===== src/wrrh_ram.sv =====
// ----------------------------------------------------------------------------
// Water ripple height step: generic line store RAM
// One write port and one read port, read data registered.
// ----------------------------------------------------------------------------
module wrrh_ram #(
    parameter int DATA_W = 8,
    parameter int DEPTH  = 256
) (
    input  logic                     aclk,
    input  logic                     wr_en,
    input  logic [$clog2(DEPTH)-1:0] wr_addr,
    input  logic [DATA_W-1:0]        wr_data,
    input  logic [$clog2(DEPTH)-1:0] rd_addr,
    output logic [DATA_W-1:0]        rd_data
);

    logic [DATA_W-1:0] mem [DEPTH];
    logic [DATA_W-1:0] rd_data_reg;

    always_ff @(posedge aclk) begin
        if (wr_en) begin
            mem[wr_addr] <= wr_data;
        end
        rd_data_reg <= mem[rd_addr];
    end

    assign rd_data = rd_data_reg;

endmodule


===== config.mk =====
export PLATFORM = sky130hd
export DESIGN_NAME = wrrh_ram
export DESIGN_NICKNAME = d
export VERILOG_FILES = /design/src/wrrh_ram.sv
export SDC_FILE = /design/constraint.sdc
export NUM_CORES = 2
export LEC_CHECK = 0
export ABC_AREA = 1
export BUFFER_PORTS_ARGS = -buffer_cell sky130_fd_sc_hd__buf_4
export CAP_MARGIN = 25
export CORE_AREA = 2 2 333 466
export CTS_CLUSTER_DIAMETER = 100
export CTS_CLUSTER_SIZE = 20
export DETAILED_ROUTE_END_ITERATION = 10
export DIE_AREA = 0 0 335 468
export GPL_ROUTABILITY_DRIVEN = 1
export PLACE_DENSITY = 0.73
export SLEW_MARGIN = 20
export SYNTH_ARGS = -nofsm -noshare
export SYNTH_HDL_FRONTEND = slang
export SYNTH_SLANG_ARGS = --single-unit

===== constraint.sdc =====
create_clock -name aclk -period 5.2 [get_ports aclk]
set_input_delay 0.52 -clock aclk [delete_from_list [all_inputs] [get_ports aclk]]
set_output_delay 0.52 -clock aclk [all_outputs]
set_load 0.02 [all_outputs]

==> flow_summary.yaml <==
outcome:
  status: "complete, no violations"
placement:
  io_buffers: 33
  post-place-cells: 8623
  place.gp.congestion: 0.867
  place_hpwl_um: 124000
clock_network:
  clk_latency_ps: 770
  htreeDepth: 3
  clk_pin_slew_ps: 80
  clock_path_buffers: 3
  cts-root-buf: "clkbuf_16"
  cts_tree: "yes"
  clock-sinks: 2056
  hold_buffers: 0
  cts_resized: 0
  post-cts-setup-buffers: 0
  numCtsBuffers: 113
route:
  ant_nets: 0
  totalWireLength_um: 220000
  firstDrtPassIters: 8
  num_vias: 54400
  drc_errors: 0
  wire_per_inst_um: 25.0
  drt_iter0_drc: 7331
  via_per_inst: 6.19
global_route:
  grt_pass1_wl_um: 328000
  grt_max_degree: 239
  grt_pass1_vias: 52000
  track_usage: 0.280
  overflow: 0
  antenna_found_initial: 7
critical_path:
  crit_arrival_ps: 4060
  critPathLaunchType: "input pin"
  cp_cell_sequence: "buf_8, inv_16, buf_4, nand2_1, nand3_1, nand3_1, nand3_1, nand3_1, nand3_1, nand3_1, nand2_1, nand2_1, nand2_1"
  path_max_fanout: 238
  crit_type: "input pin to flip-flop"
  worstPathRequired_ps: 5920
  endpoint_kind: "flip-flop"
  cp_slowest_stage_delay_ps: 670
  cp_slowest_cell: "inv_16"
  cp_common_cell: "nand3_1"
synthesis:
  yosysUniqueCellTypes: 14
  avgSynthCellArea_um2: 11.9
  synth_area_um2: 83400
  ys_ff_latch: 2056
  synthCells: 7003
  synth_nets: 7029
  yosysWarnings: 0
  ys_seq_area_frac: 0.739
cells_and_area:
  regArea_um2: 61700
  stdcell_count: 8795
  nNetsFinal: 6788
  layout-drive-gt1-share: 0.0370
  syn_to_final_growth_pct: 5.52
  multi_input_area_um2: 19100
  largest_reg_flops: 2048
  fillers: 11900
pwr:
  leakage_nw: 29.8
  power.density_nw_per_um2: 334
  p_total_mw: 29.4
  ir_worst_vdd_v: 0.000315
sta:
  holdWs_ps: 134
  maxSlewHeadroom: 0.199
  fin_tns_setup_ps: 0
  clock_skew_ps: 23.6
  worst_pin_slew_ps: 1200
  report.final.hold_viol_count: 0
  period_needed_ps: 3340
  drv_slew: 0
  rsz0062_at_grt: "no"
  fin_crit_sh: 0.643
  finalSetupViolCount: 0
  timing.fmax_ghz: 0.299
floorplan:
  die_y_um: 468
  die_w_um: 335
  fp.coreArea_um2: 153000
  rows: 170
  die_area_um2: 157000
  start_util: 0.546
  io-pin-count: 34
flow_run:
  max_cap_violations: 0
min_path:
  hold_class: "input pin to flip-flop"
[routing by layer]
layer,global-route usage,part of all wire,vias up
met2,0.460,0.48,3173
met4,0.164,0.063,14
met1,0.356,0.35,26400
met3,0.0432,0.099,623
met5,0,0.00040,-
li1,-,-,24200
[cells in the final DEF (no fill, tap or decap), drive strengths merged]
cell type,netlist,final
clkinvlp,0,1
nand3,2019,2019
inv,39,43
nand2,2123,2123
diode,0,2
clkbuf,112,163
buf,371,127
nor2,283,283
edfxtp,2048,2048
dfxtp,8,8
[through the flow]
step	instance area (µm²)	util	worst slack, ps
5_1_grt	88000	0.576	1720
4_1_cts	88000	0.576	1980
2_1_floorplan	83400	-	3190
6_report	88000	0.576	1860
3_3_place_gp	84800	0.555	1240
3_5_place_dp	84800	0.556	1190
[report_power, final]
group,switching (mW),total [mW],internal (mW)
combinational,1.57,2.05,0.479
sequential,0.0280,18.3,18.2
clock,5.05,9.12,4.07
total,6.65,29.4,22.8
[cell families (layout without fill, tap and decap cells)]
group | after synthesis | count (layout) | synth area share
buf+inv | 522 | 334 | 0.0312
flops | 2056 | 2056 | 0.739
other cells | 0 | 2 | 0
simple gates | 4425 | 4425 | 0.229
[worst paths after layout]
path,from,endpoint,slack [ps],cells after the start
max,rd_addr[0],rd_data[2],1860,13
min,rd_addr[7],rd_data[5],130,3
max reg2reg,mem[93][2],rd_data[2],3020,10
min reg2reg,mem[170][3],rd_data[3],1000,10
[cells in the mapped netlist]
| cell type | instances | area (µm²) |
|---|---|---|
| clkbuf_1 | 112 | 420 |
| inv_2 | 2 | 7.51 |
| buf_6 | 16 | 180 |
| buf_8 | 1 | 15.0 |
| edfxtp_1 | 2048 | 61500 |
| buf_2 | 268 | 1340 |
| buf_4 | 46 | 345 |
| nor2_1 | 283 | 1060 |
| nand3_1 | 2019 | 10100 |
| buf_1 | 40 | 150 |
| inv_4 | 1 | 6.26 |
| dfxtp_1 | 8 | 160 |
| inv_1 | 36 | 135 |
| nand2_1 | 2123 | 7970 |
[final cells by class]
class / instances / share of cell area
Antenna cell: 2 / 0.0000569
Multi-Input combinational cell: 4425 / 0.217
Clock inverter: 5 / 0.000611
Clock buffer: 163 / 0.0347
Tap cell: 1978 / 0.0281
Sequential cell: 2056 / 0.701
Inverter: 39 / 0.00205
Timing Repair Buffer: 127 / 0.0163
[worst max-delay path, delay by kind of cell]
kind          cells  cell delay [ps]
simple gates     10             1820
buf+inv           3             1530
No activity file was read; power rests on OpenSTA's default activity.
