[config.mk]
export PLATFORM = sky130hd
export DESIGN_NAME = wrrh_calc
export DESIGN_NICKNAME = d
export VERILOG_FILES = /design/src/wrrh_pkg.sv /design/src/wrrh_calc.sv
export SDC_FILE = /design/constraint.sdc
export NUM_CORES = 1
export LEC_CHECK = 0
export ABC_CLOCK_PERIOD_IN_PS = 14850
export CAP_MARGIN = 20
export CORE_MARGIN = 2
export CORE_UTILIZATION = 35
export DETAILED_ROUTE_END_ITERATION = 10
export DONT_BUFFER_PORTS = 1
export PLACE_DENSITY = 0.48
export REMOVE_ABC_BUFFERS = 1
export SLEW_MARGIN = 20
export SYNTH_ARGS = -nofsm -noshare
export SYNTH_HDL_FRONTEND = slang
export SYNTH_SLANG_ARGS = --single-unit
[constraint.sdc]
create_clock -name vclk -period 14.85
set_clock_uncertainty 0.2 [all_clocks]
set_input_delay 1.485 -clock vclk [all_inputs]
set_output_delay 1.485 -clock vclk [all_outputs]
set_load 0.05 [all_outputs]
[src/wrrh_pkg.sv]
// ----------------------------------------------------------------------------
// Water ripple height step: shared package
// Widths, register indexes, reset values and default sizes of the ripple
// core; its arithmetic stage uses the widths.
// ----------------------------------------------------------------------------
package wrrh_pkg;

    // Height samples are signed bytes on both sides of the block.
    localparam int HEIGHT_W = 8;

    // Column and row fields of a result are one byte each.
    localparam int COORD_W = 8;

    // Configuration registers are all nine bits wide.
    localparam int CFG_W      = 9;
    localparam int CFG_ADDR_W = 2;

    // Register indexes on the configuration port.
    localparam logic [CFG_ADDR_W-1:0] REG_FRAME_WIDTH  = 2'd0;
    localparam logic [CFG_ADDR_W-1:0] REG_FRAME_HEIGHT = 2'd1;
    localparam logic [CFG_ADDR_W-1:0] REG_DAMPING      = 2'd2;

    // Register values after reset.
    localparam logic [CFG_W-1:0] FRAME_WIDTH_RST  = 9'd240;
    localparam logic [CFG_W-1:0] FRAME_HEIGHT_RST = 9'd240;
    localparam logic [CFG_W-1:0] DAMPING_RST      = 9'd248;

    // Smallest frame side that still has an interior pixel.
    localparam int MIN_DIM = 3;

    // Default line store depth and frame height limit.
    localparam int MAX_WIDTH_DEF  = 256;
    localparam int MAX_HEIGHT_DEF = 256;

endpackage

[src/wrrh_calc.sv]
// ----------------------------------------------------------------------------
// Water ripple height step: height arithmetic
// Halves the neighbor sum toward zero, subtracts the old height, applies the
// Q1.8 damping with truncation toward zero and saturates to a signed byte.
// ----------------------------------------------------------------------------
module wrrh_calc (
    input  logic signed [wrrh_pkg::HEIGHT_W-1:0] left_h,
    input  logic signed [wrrh_pkg::HEIGHT_W-1:0] right_h,
    input  logic signed [wrrh_pkg::HEIGHT_W-1:0] up_h,
    input  logic signed [wrrh_pkg::HEIGHT_W-1:0] down_h,
    input  logic signed [wrrh_pkg::HEIGHT_W-1:0] old_h,
    input  logic        [wrrh_pkg::CFG_W-1:0]    damping,
    output logic signed [wrrh_pkg::HEIGHT_W-1:0] new_height
);

    localparam int SUM_W  = wrrh_pkg::HEIGHT_W + 2;
    localparam int HALF_W = SUM_W - 1;
    localparam int DIFF_W = SUM_W;
    localparam int MAG_W  = DIFF_W - 1;
    localparam int PROD_W = MAG_W + wrrh_pkg::CFG_W;
    localparam int Q_W    = PROD_W - 8;

    logic signed [SUM_W-1:0]  sum;
    logic signed [SUM_W-1:0]  sum_adj;
    logic signed [HALF_W-1:0] half;
    logic signed [DIFF_W-1:0] diff;
    logic                     neg;
    logic        [DIFF_W-1:0] diff_abs;
    logic        [MAG_W-1:0]  mag;
    logic        [PROD_W-1:0] prod;
    logic        [Q_W-1:0]    q;

    always_comb begin
        sum = SUM_W'(left_h) + SUM_W'(right_h) + SUM_W'(up_h) + SUM_W'(down_h);
        // Adding one to a negative sum before the shift rounds toward zero.
        sum_adj  = sum + $signed({{(SUM_W-1){1'b0}}, sum[SUM_W-1]});
        half     = HALF_W'(sum_adj >>> 1);
        diff     = DIFF_W'(half) - DIFF_W'(old_h);
        neg      = diff[DIFF_W-1];
        diff_abs = neg ? DIFF_W'(-diff) : DIFF_W'(diff);
        mag      = diff_abs[MAG_W-1:0];
        prod     = PROD_W'(mag) * PROD_W'(damping);
        q        = prod[PROD_W-1:8];
        if (neg) begin
            if (q > Q_W'(128)) begin
                new_height = -8'sd128;
            end else begin
                new_height = wrrh_pkg::HEIGHT_W'(-$signed({1'b0, q}));
            end
        end else begin
            if (q > Q_W'(127)) begin
                new_height = 8'sd127;
            end else begin
                new_height = wrrh_pkg::HEIGHT_W'(q);
            end
        end
    end

endmodule

==> metrics.csv <==
stage;metric;value;unit
outcome;status;completed;
worst_setup_path;CP Capture Type;primary output;
min_path;Min-Delay Path Depth;7;
worst_setup_path;Crit path max-delay family;adder cells;
yosys;Yosys top cell area share;30.0;%
worst_setup_path;WP data arrival;12.30;ns
global_route;total global-route track usage;15.6;%
cts;hold_buf cts;0;
finish;# diodes;0;
finish;most frequent cells in the layout;121 x inv_1, 67 x fa_1, 56 x ha_1, 42 x nand2_1, 39 x and2_1;
place;GP Congestion;0.847;
finish;area of the multi-input gates;0.00400;mm2
worst_setup_path;Worst Path Required;13.16;ns
yosys;post-synthesis cell count;549;
yosys;YS warnings;0;
sta;max_slew headroom;48.5;%
sta;final setup fails;0;
worst_setup_path;Startpoint Class;input port;
floorplanning;core area;0.0126;mm2
drt;Vias;3645;
floorplanning;io pins;57;
drt;initial DRC count;152;
global_route;first-pass GRT wire length;17.5;mm
sta;Final period util;94.2;%
sta;Hold Vio Cnt, Final;0;
worst_setup_path;Crit Path Max Fanout;7;
yosys;syn avg cell area;8.15;um2
drt;Via density;4.97;
floorplanning;die height;117;um
finish;most common cell after layout, fill and taps aside;inv_1;
drt;post-route ant nets;0;
global_route;largest net degree at the start of global routing;16;
yosys;Synth area leader;fa_1;
sta;Tmin final;13.98;ns
floorplanning;die footprint;0.0137;mm2
drt;drt first pass iters;4;
global_route;initial antenna violation count;0;
min_path;worst hold path endpoint;new_height[0];
min_path;Hold WC Path Type;in -> out;
finish;FF+latch area;0;um2
worst_setup_path;Buffers & Inverters on Critical Path;9;
yosys;Seq/Total Area, Yosys;0;%
finish;fin nets;735;
sta;Slew @ Worst Pin;0.767;ns
finish;# clk buffers;0;
global_route;vias in the first global route;3668;
yosys;Mapped Area;0.00448;mm2
floorplanning;standard-cell rows;41;
floorplanning;Initial Util;35.6;%
sta;fin. max-slew vios;0;
job;Max-Cap Viols;0;
worst_setup_path;cell mode on critical path;fa_1;
sta;achievable frequency;71.5;MHz
yosys;synth top area cells;fa_1 30%, ha_1 16%, inv_1 10%;
sta;Final TNS setup;0;ns
finish;layout cells sized above 1;6.24;%
sta;RSZ-0062 raised after global routing;no;
floorplanning;Die X;117;um
worst_setup_path;Crit Path Class;in -> out;
drt;routed len/inst;14.0;um
worst_setup_path;CP peak stage delay;0.52;ns
global_route;Remaining Overflow, GRT;0;
finish;Fillers;1352;
finish;flip-flop and latch count;0;
drt;DRC viols;0;
drt;DRT Wirelength;10.3;mm
min_path;Hold Startpoint;damping[1];
finish;area delta synth->final;7.10;%
worst_setup_path;slowest CP cell;fa_1;
place;Post-DP HPWL;8.94;mm
place;PortBufs;0;
yosys;synth unique cells;65;
-- synthesized netlist by cell type, types with 2 or more instances --
cell      instances
o21ai_0           7
and2_1           39
and4_1            2
fa_1             67
nor2_1           29
and3_1            5
nand3_1           8
a21boi_0          3
nor3b_1           2
nand2b_1          5
xnor2_1          21
a21oi_1          16
ha_1             56
and2b_1           2
a21oi_2           2
xor2_1            9
a221oi_1          2
o21a_1            2
o211ai_1          4
a21o_1           11
nor2b_1          13
o211a_1           2
or2_2             2
o21bai_1          7
o22ai_1           6
or3_1             2
a211oi_1          4
nor3_1           13
nand2_1          42
mux2i_1           8
inv_1           121
nor4_1            4
-- worst max-delay path by stage --
stage / startpoint / end / cells after the start
global placement: left_h[1] / new_height[7] / 45
global route: left_h[1] / new_height[7] / 46
detailed placement: left_h[1] / new_height[7] / 45
finish: left_h[1] / new_height[7] / 46
floorplan: left_h[1] / new_height[7] / 45
CTS: left_h[1] / new_height[7] / 45
-- final cells by class --
cell class                      instances  area share (%)
Inverter                              121            9.47
Multi-Input combinational cell        423            83.4
Timing Repair Buffer                   17            2.66
Tap cell                              172            4.49
-- logic make-up after synthesis --
| kind of cell | Yosys count | share of synthesized area [%] |
|---|---|---|
| fa+ha+maj | 123 | 45.6 |
| buf+inv | 126 | 10.9 |
| compound gates | 84 | 14.1 |
| mux | 8 | 1.79 |
| xor+xnor | 32 | 6.60 |
| simple gates | 176 | 21.0 |
-- through the flow --
| stage | setup WS (ns) | std cells | util, % | hold WS (ns) | cell area, um2 |
|---|---|---|---|---|---|
| 2_1_floorplan | 0.843 | 544 | - | 3.53 | 4440 |
| 3_3_place_gp | 0.551 | 731 | 38.0 | 3.64 | 4770 |
| 3_5_place_dp | 0.439 | 731 | 38.0 | 3.63 | 4770 |
| 4_1_cts | 0.446 | 731 | 38.0 | 3.63 | 4770 |
| 5_1_grt | 0.0421 | 733 | 38.1 | 3.71 | 4790 |
| 6_report | 0.866 | 733 | 38.1 | 3.63 | 4790 |
-- timing repair --
action                     4_1_cts  5_1_grt
resized for setup                0        1
buffers inserted                 0        2
setup endpoints to repair        0        8
-- metal layers --
layer	vias up	part of all wire (%)	global-route usage (%)
met5	-	0	0
met3	10	1.8	0.463
li1	1800	-	-
met4	0	1.1	1.57
met1	1791	48	22.5
met2	44	49	27.2
Power is not shown: default switching activity piles up to over one toggle a cycle in this logic, so the estimate is an artifact.
